**src/hw/rtl/modem_response_keyword_matcher_unit_assert.svh**
```systemverilog
// ----------------------------------------------------------------------------
// Assertion macros for the modem response keyword matcher
// Shared concurrent assertion forms, clocked on clk and off during reset.
// ----------------------------------------------------------------------------
`ifndef MODEM_RESPONSE_KEYWORD_MATCHER_UNIT_ASSERT_SVH
`define MODEM_RESPONSE_KEYWORD_MATCHER_UNIT_ASSERT_SVH

// Check a condition at every clock edge out of reset.
`define MRKM_ASSERT_ALWAYS(label, cond, msg) \
  label: assert property (@(posedge clk) disable iff (!rst_n) (cond)) else $error(msg);

// Check a consequence in the same cycle as its trigger.
`define MRKM_ASSERT_SAME(label, ante, cons, msg) \
  label: assert property (@(posedge clk) disable iff (!rst_n) (ante) |-> (cons)) \
    else $error(msg);

// Check a consequence in the cycle after its trigger.
`define MRKM_ASSERT_NEXT(label, ante, cons, msg) \
  label: assert property (@(posedge clk) disable iff (!rst_n) (ante) |=> (cons)) \
    else $error(msg);

`endif

```
**src/hw/rtl/mrkm_pkg.sv**
```systemverilog
// ----------------------------------------------------------------------------
// Modem response keyword matcher package
// Types and fixed constants shared by the matcher modules.
// ----------------------------------------------------------------------------
package mrkm_pkg;

  localparam int BYTE_W     = 8;
  localparam int HIST_DEPTH = 7;
  localparam int FILL_W     = 8;

  typedef logic [BYTE_W-1:0]                 byte_t;
  typedef logic [HIST_DEPTH-1:0][BYTE_W-1:0] window_t;
  typedef logic [FILL_W-1:0]                 fill_t;

  typedef enum logic [1:0] {
    PH_AT    = 2'd0,
    PH_CLASS = 2'd1,
    PH_RUN   = 2'd2,
    PH_OFF   = 2'd3
  } phase_t;

  typedef enum logic [3:0] {
    EV_NONE    = 4'd0,
    EV_OK      = 4'd1,
    EV_CLASS   = 4'd2,
    EV_START   = 4'd3,
    EV_RX      = 4'd4,
    EV_ACK     = 4'd5,
    EV_DONE    = 4'd6,
    EV_BUSY    = 4'd7,
    EV_NO_CHAN = 4'd8
  } event_t;

  // Result of one pass of the keyword compare.
  typedef struct packed {
    event_t event_res;
    byte_t  server_byte;
    logic   kw_clear;
  } match_t;

endpackage

```
**src/hw/rtl/mrkm_match.sv**
```systemverilog
// ----------------------------------------------------------------------------
// Keyword compare
// Parallel compares of the byte window against the keywords of one phase.
// ----------------------------------------------------------------------------
module mrkm_match (
  input  mrkm_pkg::phase_t  phase,
  input  mrkm_pkg::window_t win,
  output mrkm_pkg::match_t  res
);
  import mrkm_pkg::*;

  // Hex digit value; anything else passes through raw.
  function automatic byte_t hex_val(input byte_t c);
    byte_t v;
    v = c;
    if (c >= "0" && c <= "9") begin
      v = c - "0";
    end else if (c >= "A" && c <= "F") begin
      v = c - "A" + 8'd10;
    end else if (c >= "a" && c <= "f") begin
      v = c - "a" + 8'd10;
    end
    return v;
  endfunction

  byte_t hi_val;
  byte_t lo_val;

  // win[k-1] holds the byte k places back, win[0] the newest.
  assign hi_val = hex_val(win[1]);
  assign lo_val = hex_val(win[0]);

  always_comb begin
    res.event_res   = EV_NONE;
    res.server_byte = '0;
    res.kw_clear    = 1'b0;
    unique case (phase)
      PH_AT: begin
        if (win[1] == "O" && win[0] == "K") begin
          res.event_res = EV_OK;
          res.kw_clear  = 1'b1;
        end
      end
      PH_CLASS: begin
        if (win[3] == "C" && win[2] == "L" && win[1] == "A" && win[0] == "S") begin
          res.event_res = EV_CLASS;
          res.kw_clear  = 1'b1;
        end
      end
      PH_RUN: begin
        priority if (win[4] == "S" && win[3] == "t" && win[2] == "a" &&
                     win[1] == "r" && win[0] == "t") begin
          res.event_res = EV_START;
        end else if (win[6] == "R" && win[5] == "X" && win[4] == ":") begin
          res.event_res   = EV_RX;
          res.server_byte = (hi_val << 4) | lo_val;
        end else if (win[5] == "A" && win[4] == "C" && win[3] == "K" &&
                     win[1] == "R" && win[0] == "e") begin
          res.event_res = EV_ACK;
        end else if (win[3] == "D" && win[2] == "o" && win[1] == "n" &&
                     win[0] == "e") begin
          res.event_res = EV_DONE;
        end else if (win[3] == "b" && win[2] == "u" && win[1] == "s" &&
                     win[0] == "y") begin
          res.event_res = EV_BUSY;
        end else if (win[4] == "N" && win[3] == "o" && win[1] == "f" &&
                     win[0] == "r") begin
          res.event_res = EV_NO_CHAN;
        end else begin
          res.event_res = EV_NONE;
        end
      end
      PH_OFF: begin
        res.event_res = EV_NONE;
      end
      default: begin
        res.event_res = EV_NONE;
      end
    endcase
  end

endmodule

```
**src/hw/rtl/modem_response_keyword_matcher_unit.sv**
```systemverilog
// ----------------------------------------------------------------------------
// Modem response keyword matcher
// Watches the byte stream of an AT-command radio modem and reports one
// event code per received byte.
// ----------------------------------------------------------------------------
//
//  channel   ports                                 direction
//  --------  ------------------------------------  ---------
//  in        in_valid, in_stall, in_rx_byte        to block
//  out       out_valid, out_stall, out_event_res,  from block
//            out_server_byte
//  cfg       cfg_wr_en, cfg_wr_data (phase)        to block
//
//  One byte is taken every cycle while the input side is not stalled; its
//  result passes the input register, then the result register, before it
//  is offered and can be accepted.
//  The window compare and window update are combinational between those
//  two registers, which sets the one-byte-per-cycle throughput.
//  Reset (synchronous, active low) clears the window, the fill count, the
//  phase and both valid flags.
//  A stall on the result side holds the result register and the staged
//  byte; the input side stalls only once the staged byte cannot advance.
//
module modem_response_keyword_matcher_unit #(
  parameter int BUF_LIMIT = 64
) (
  input  logic       clk,
  input  logic       rst_n,
  // input channel
  input  logic       in_valid,
  output logic       in_stall,
  input  logic [7:0] in_rx_byte,
  // result channel
  output logic       out_valid,
  input  logic       out_stall,
  output logic [3:0] out_event_res,
  output logic [7:0] out_server_byte,
  // configuration
  input  logic       cfg_wr_en,
  input  logic [1:0] cfg_wr_data
);
  import mrkm_pkg::*;

  `include "modem_response_keyword_matcher_unit_assert.svh"

  // Phase register
  phase_t  phase_r;

  // Input stage
  logic    s1_valid_r;
  byte_t   s1_byte_r;

  // Byte history and fill count since the last clear
  window_t hist_r;
  window_t hist_nxt;
  fill_t   fill_r;
  fill_t   fill_nxt;

  // Result register
  logic    out_valid_r;
  event_t  out_event_r;
  byte_t   out_byte_r;

  logic            advance;
  logic            in_take;
  window_t         win_shift;
  window_t         win_eff;
  logic [FILL_W:0] cnt;
  logic            overflow;
  logic            crlf;
  logic            buf_clear;
  match_t          match;

  // Advance the staged byte whenever the result register is free or drains.
  assign advance  = s1_valid_r && (!out_valid_r || !out_stall);
  assign in_stall = s1_valid_r && !advance;
  assign in_take  = in_valid && !in_stall;

  // Shift the new byte in and check the clear conditions.
  assign win_shift = {hist_r[HIST_DEPTH-2:0], s1_byte_r};
  assign cnt       = {1'b0, fill_r} + {{FILL_W{1'b0}}, 1'b1};
  assign overflow  = cnt > (FILL_W+1)'(BUF_LIMIT);
  assign crlf      = (win_shift[1] == 8'h0D) && (win_shift[0] == 8'h0A);
  assign buf_clear = overflow || crlf;

  // A cleared window reads as zero bytes, so nothing matches across a clear.
  assign win_eff = buf_clear ? '0 : win_shift;

  mrkm_match u_match (
    .phase (phase_r),
    .win   (win_eff),
    .res   (match)
  );

  // Drop the whole window on a clear or after an OK / CLAS hit.
  always_comb begin
    if (buf_clear || match.kw_clear) begin
      hist_nxt = '0;
      fill_nxt = '0;
    end else begin
      hist_nxt = win_shift;
      fill_nxt = cnt[FILL_W-1:0];
    end
  end

  always_ff @(posedge clk) begin
    if (!rst_n) begin
      phase_r     <= PH_AT;
      s1_valid_r  <= 1'b0;
      hist_r      <= '0;
      fill_r      <= '0;
      out_valid_r <= 1'b0;
    end else begin
      if (cfg_wr_en) begin
        phase_r <= phase_t'(cfg_wr_data);
      end
      if (in_take) begin
        s1_valid_r <= 1'b1;
      end else if (advance) begin
        s1_valid_r <= 1'b0;
      end
      if (advance) begin
        hist_r      <= hist_nxt;
        fill_r      <= fill_nxt;
        out_valid_r <= 1'b1;
      end else if (!out_stall) begin
        out_valid_r <= 1'b0;
      end
    end
  end

  // Payload registers: the staged byte loads on a take, the result on an advance; both hold otherwise.
  always_ff @(posedge clk) begin
    if (in_take) begin
      s1_byte_r <= in_rx_byte;
    end
    if (advance) begin
      out_event_r <= match.event_res;
      out_byte_r  <= match.server_byte;
    end
  end

  assign out_valid       = out_valid_r;
  assign out_event_res   = out_event_r;
  assign out_server_byte = out_byte_r;

  `MRKM_ASSERT_ALWAYS(a_fill_bound, fill_r <= FILL_W'(BUF_LIMIT), "fill count past limit")
  `MRKM_ASSERT_NEXT(a_kw_clears, advance && match.kw_clear, (hist_r == '0) && (fill_r == '0), "window not cleared after OK or CLAS")
  `MRKM_ASSERT_SAME(a_sb_zero, out_valid_r && (out_event_r != EV_RX), out_byte_r == '0, "server byte set without rx event")
  `MRKM_ASSERT_NEXT(a_stage_hold, s1_valid_r && !advance, s1_valid_r && $stable(s1_byte_r), "staged byte lost while stalled")

endmodule
```
**config.mk**
```make
export PLATFORM = sky130hd
export DESIGN_NAME = modem_response_keyword_matcher_unit
export DESIGN_NICKNAME = d
export VERILOG_FILES = /design/src/hw/rtl/mrkm_pkg.sv /design/src/hw/rtl/mrkm_match.sv /design/src/hw/rtl/modem_response_keyword_matcher_unit.sv
export VERILOG_INCLUDE_DIRS = /design/src /design/src/hw/rtl
export SDC_FILE = /design/constraint.sdc
export NUM_CORES = 1
export LEC_CHECK = 0
export BUFFER_PORTS_ARGS = -buffer_cell sky130_fd_sc_hd__buf_2
export CAP_MARGIN = 10
export CORE_ASPECT_RATIO = 0.8
export CORE_MARGIN = 5
export CORE_UTILIZATION = 58
export DETAILED_ROUTE_END_ITERATION = 7
export HOLD_SLACK_MARGIN = 0.03
export PLACE_DENSITY = 0.75
export SETUP_SLACK_MARGIN = 0.05
export SLEW_MARGIN = 5
export SYNTH_ARGS = -nofsm -noshare
export SYNTH_HDL_FRONTEND = slang
export SYNTH_SLANG_ARGS = --single-unit
```
**constraint.sdc**
```tcl
create_clock -name clk -period 4.74 [get_ports clk]
set_input_delay 0.948 -clock clk [delete_from_list [all_inputs] [get_ports clk]]
set_output_delay 0.948 -clock clk [all_outputs]
set_load 0.05 [all_outputs]
```
==> results list <==
* Result of the run: finished, final reports clean
* Antenna cells: 0
* CP delay by family, top: simple AND/OR/NAND/NOR gates
- The number of nets in the synthesized netlist is ~430.
- Counting every instance in the synthesized netlist gives about 400.
* GRT Resource Usage Total: between 20 and 25%
* Final Skew: around 0.015 ns
- The startpoint identified for the worst hold timing path is hist_r[40].
- Cell internal power was estimated by the tool at 971 µW.
* Leading cell type in the layout, fill and taps excluded: dfxtp_1
* Logic gate share of total power: under 10%
* Area added between synthesis and finish: 7.27%
- The endpoint identified for the worst register-to-register timing path is out_server_byte[4].
- Counting every sink on the clock net gives 80.
- Post-Route WL: 9060 µm
- Area of the die: 8580 µm²
* Post-route core utilization: approximately two thirds
* Maximum level of the CTS H-tree: 3
* DRC viols: 0
- Antenna violations before repair: 0
- The most used flip-flop cell after synthesis is dfxtp_1.
* Critical Path Max Stage Delay: 0.56 ns
- The first global-routing pass estimated roughly 15000 µm of wire.
- Worst Reg2Reg Path Length in Cells: 15
- Final Slew Violations: 0
- Setup repair after global routing left no endpoint under its margin.
- Share of synthesized flip-flops with an asynchronous set or reset: 0%
- Maximum fanout count along the critical path: 21
- Net switching component of the power: approximately 330 µW
- The floorplan step set the die height to approximately 84 µm.
- Number of enable-type register cells in the synthesized netlist: 20
* I/O pin count: 29
- At the worst endpoint, the required time is 4.83 ns.
* Avg Inst Size Synth: ~10 µm²
* Netlist area before placement: approximately 4000 µm²
- The final hold violation count is 0.
- Worst Path Class, Setup: register to register
* Final routed wire length divided by cell count: roughly 18 µm
* Endpoint with the worst hold slack: hist_r[40]
* Starting density of the core: about 61%
- The tightest min-delay check is of the register to register type.
- Width of the die: roughly 100 µm
- Minimum clock period: 4.09 ns
- Achievable Freq: around 240 MHz
- The worst setup path is captured at a register.
- Post-detailed-placement half-perimeter wirelength: about 6400 µm
- The clock network burns 34.8% of the power.
* Maximum number of pins on one net before global-route repair: 48
- For the pin with the worst max-slew slack, the measured transition is just under 0.7 ns.
- Clock root buffer: clkbuf_8
* Number of global-route vias before repair: between 2000 and 3000
- Antenna-violating nets left: 0
- Buffers inserted during post-CTS setup optimization: 0
* Internal reg-to-reg setup slack: roughly 0.65 ns
* Worst setup SP type: register
- In the routed layout, each cell is associated on average with a via count of around 6.4.
- The number of clock buffers added by TritonCTS is 9.
- First-pass iteration count of the detailed router: 5
- Once the clock tree was built, the resizer swapped 0 gates to a different size.
* Clock buffer depth: 2
- Fraction of power spent switching nets: approximately a quarter
- For the final routed database, the setup TNS stands at 0 ns.
- Unique masters post-synth: 61
- Number of setup violations in the final report: 0
* Cts-stage hold buffer count: 0
- Number of register bits inferred by synthesis: 80
- Power spread over the standard cell area amounts to approximately 310 nW/µm².
- Clock tree from TritonCTS: done
- Along the worst hold path, the cell count comes to 1.
* Worst reg2reg startpoint: s1_byte_r[6]
* Arr. time, crit path: 4.18 ns
- Combined buffer and inverter count along the critical path: 2
* Layout Nets: 442
- The critical path goes through or4b_1, nor3_1, and4_1, a211oi_2, buf_4, nand2_1, inv_1, ha_1, nor4b_1, nand3b_1, nand3_1, o21ai_0, a21oi_1, xor2_1, a31oi_1.
- After clock tree synthesis, the clock-pin slew on the worst setup and hold paths is approximately 0.080 ns.
* Placer's final routability congestion estimate: around 0.93
* Standard-cell rows: 26
- Yosys printed 0 warnings.
- Sequential elements use 45.5% of the synthesized area.
- Worst setup timing slack at the placement stage: 0.738 ns
* Core Area: about 6500 µm²
* Detailed-route via count: 3195
- Number of DRC markers after the initial detailed-route iteration: around 290
* Slack of the critical path: between 0.6 and 0.7 ns
* Clock insertion delay at the later pin of the skew report: 0.36 ns
* Cell with the largest stage delay on the worst path: edfxtp_1
- The worst pin sits at a relative slew slack of a little over half.
* Count of fill cells added during filler insertion: about 540
- VDD sags by at most around 0.23 mV.
- Share of layout cells above drive strength 1: 13.2%
- Static Leak: 0.00158 µW
- Gr ovfl total: 0
- # Max-Cap Violations: 0
- Commonest cells after routing, fill and taps aside: dfxtp_1 (60), a22o_1 (46), nand2_1 (37)
* Period utilisation layout: a little under nine tenths
- Sequential cells burn between 50 and 60% of the power.
- During placement, the flow inserted port buffers numbering 28.
[worst reg2reg max path: stages, from the launching register on]
cell,delay (ns)
edfxtp_1,0.56
or4b_1,0.55
nor3_1,0.12
and4_1,0.25
a211oi_2,0.05
buf_4,0.22
nand2_1,0.23
inv_1,0.10
ha_1,0.26
nor4b_1,0.40
nand3b_1,0.15
nand3_1,0.16
o21ai_0,0.24
a21oi_1,0.22
xor2_1,0.21
a31oi_1,0.12
[logic make-up after synthesis]
logic type	share of synthesized area, %
xor gates and xnor gates	2.88
adders and majority gates	4.74
DFF	45.5
muxes	1.96
AOI/OAI and AO/OA	18.0
and+or+nand+nor	21.8
buffers and inverters	5.15
[final cells by class]
class | instances | area [µm²] | area share [%]
multi-input cells | 278 | 1950 | 46.0
repair buffers | 32 | 170 | 4.01
well taps | 84 | 105 | 2.48
clock inverters | 3 | 18.8 | 0.442
flip-flops and latches | 80 | 1800 | 42.5
clock buffers | 12 | 156 | 3.69
inverters | 11 | 41.3 | 0.973
[cell usage after synthesis, types with 6 or more instances]
master	n	area share [%]
a21oi_1	7	0.89
a22o_1	46	10
buf_6	6	1.7
clkbuf_1	12	1.1
dfxtp_1	60	30
edfxtp_1	20	15
ha_1	15	4.7
inv_1	10	0.95
nand2_1	37	3.5
nand3_1	16	2.0
nand4_1	14	2.2
nor2_1	23	2.2
nor2b_1	9	1.4
nor3_1	7	0.89
nor4_1	6	0.95
nor4b_1	7	1.5
o21ai_0	8	1.0
xor2_1	8	1.8
[power groups by stage]
stage | Clock [µW] | Sequential (µW) | Combinational (µW)
6_report | 454 | 740 | 111
5_1_grt | 500 | 742 | 121
4_1_cts | 468 | 739 | 110
3_5_place_dp | 0 | 755 | 110
3_3_place_gp | 0 | 755 | 110
2_1_floorplan | 0 | 762 | 71.4
[sequential cells by signal, indices dropped and copies added, names as in the netlist]
signal	count
phase_r	2
out_valid	1
out_event_res	4
hist_r	48
s1_valid_r	1
out_server_byte	8
s1_byte_r	8
fill_r	8
[worst max path at each step]
stage,cells past startpoint,slack (ns),to,startpoint
floorplan,18,1.21,hist_r[1],fill_r[4]
global placement,15,0.67,out_server_byte[7],s1_byte_r[6]
detailed placement,15,0.74,out_server_byte[4],s1_byte_r[6]
CTS,15,0.73,out_server_byte[4],s1_byte_r[6]
global route,15,0.30,out_server_byte[4],s1_byte_r[6]
finish,15,0.65,out_server_byte[4],s1_byte_r[6]
[layer usage]
metal,part of all wire [%],up-vias,global-route usage [%],routed length [µm]
met2,43,155,30.3,3880
li1,-,1514,-,-
met3,9.5,6,6.77,864
met5,0,-,0,0
met4,0.67,0,6.32,61
met1,47,1520,34.6,4250
[per-stage QoR]
stage	hold slack, ns	total power, µW	cells	area, µm²
2_1_floorplan	0.434	833	395	3960
3_3_place_gp	0.458	865	485	4070
3_5_place_dp	0.459	865	485	4070
4_1_cts	0.482	1320	500	4240
5_1_grt	0.509	1360	500	4240
6_report	0.479	1310	500	4240
No activity file was read; power rests on OpenSTA's default activity.
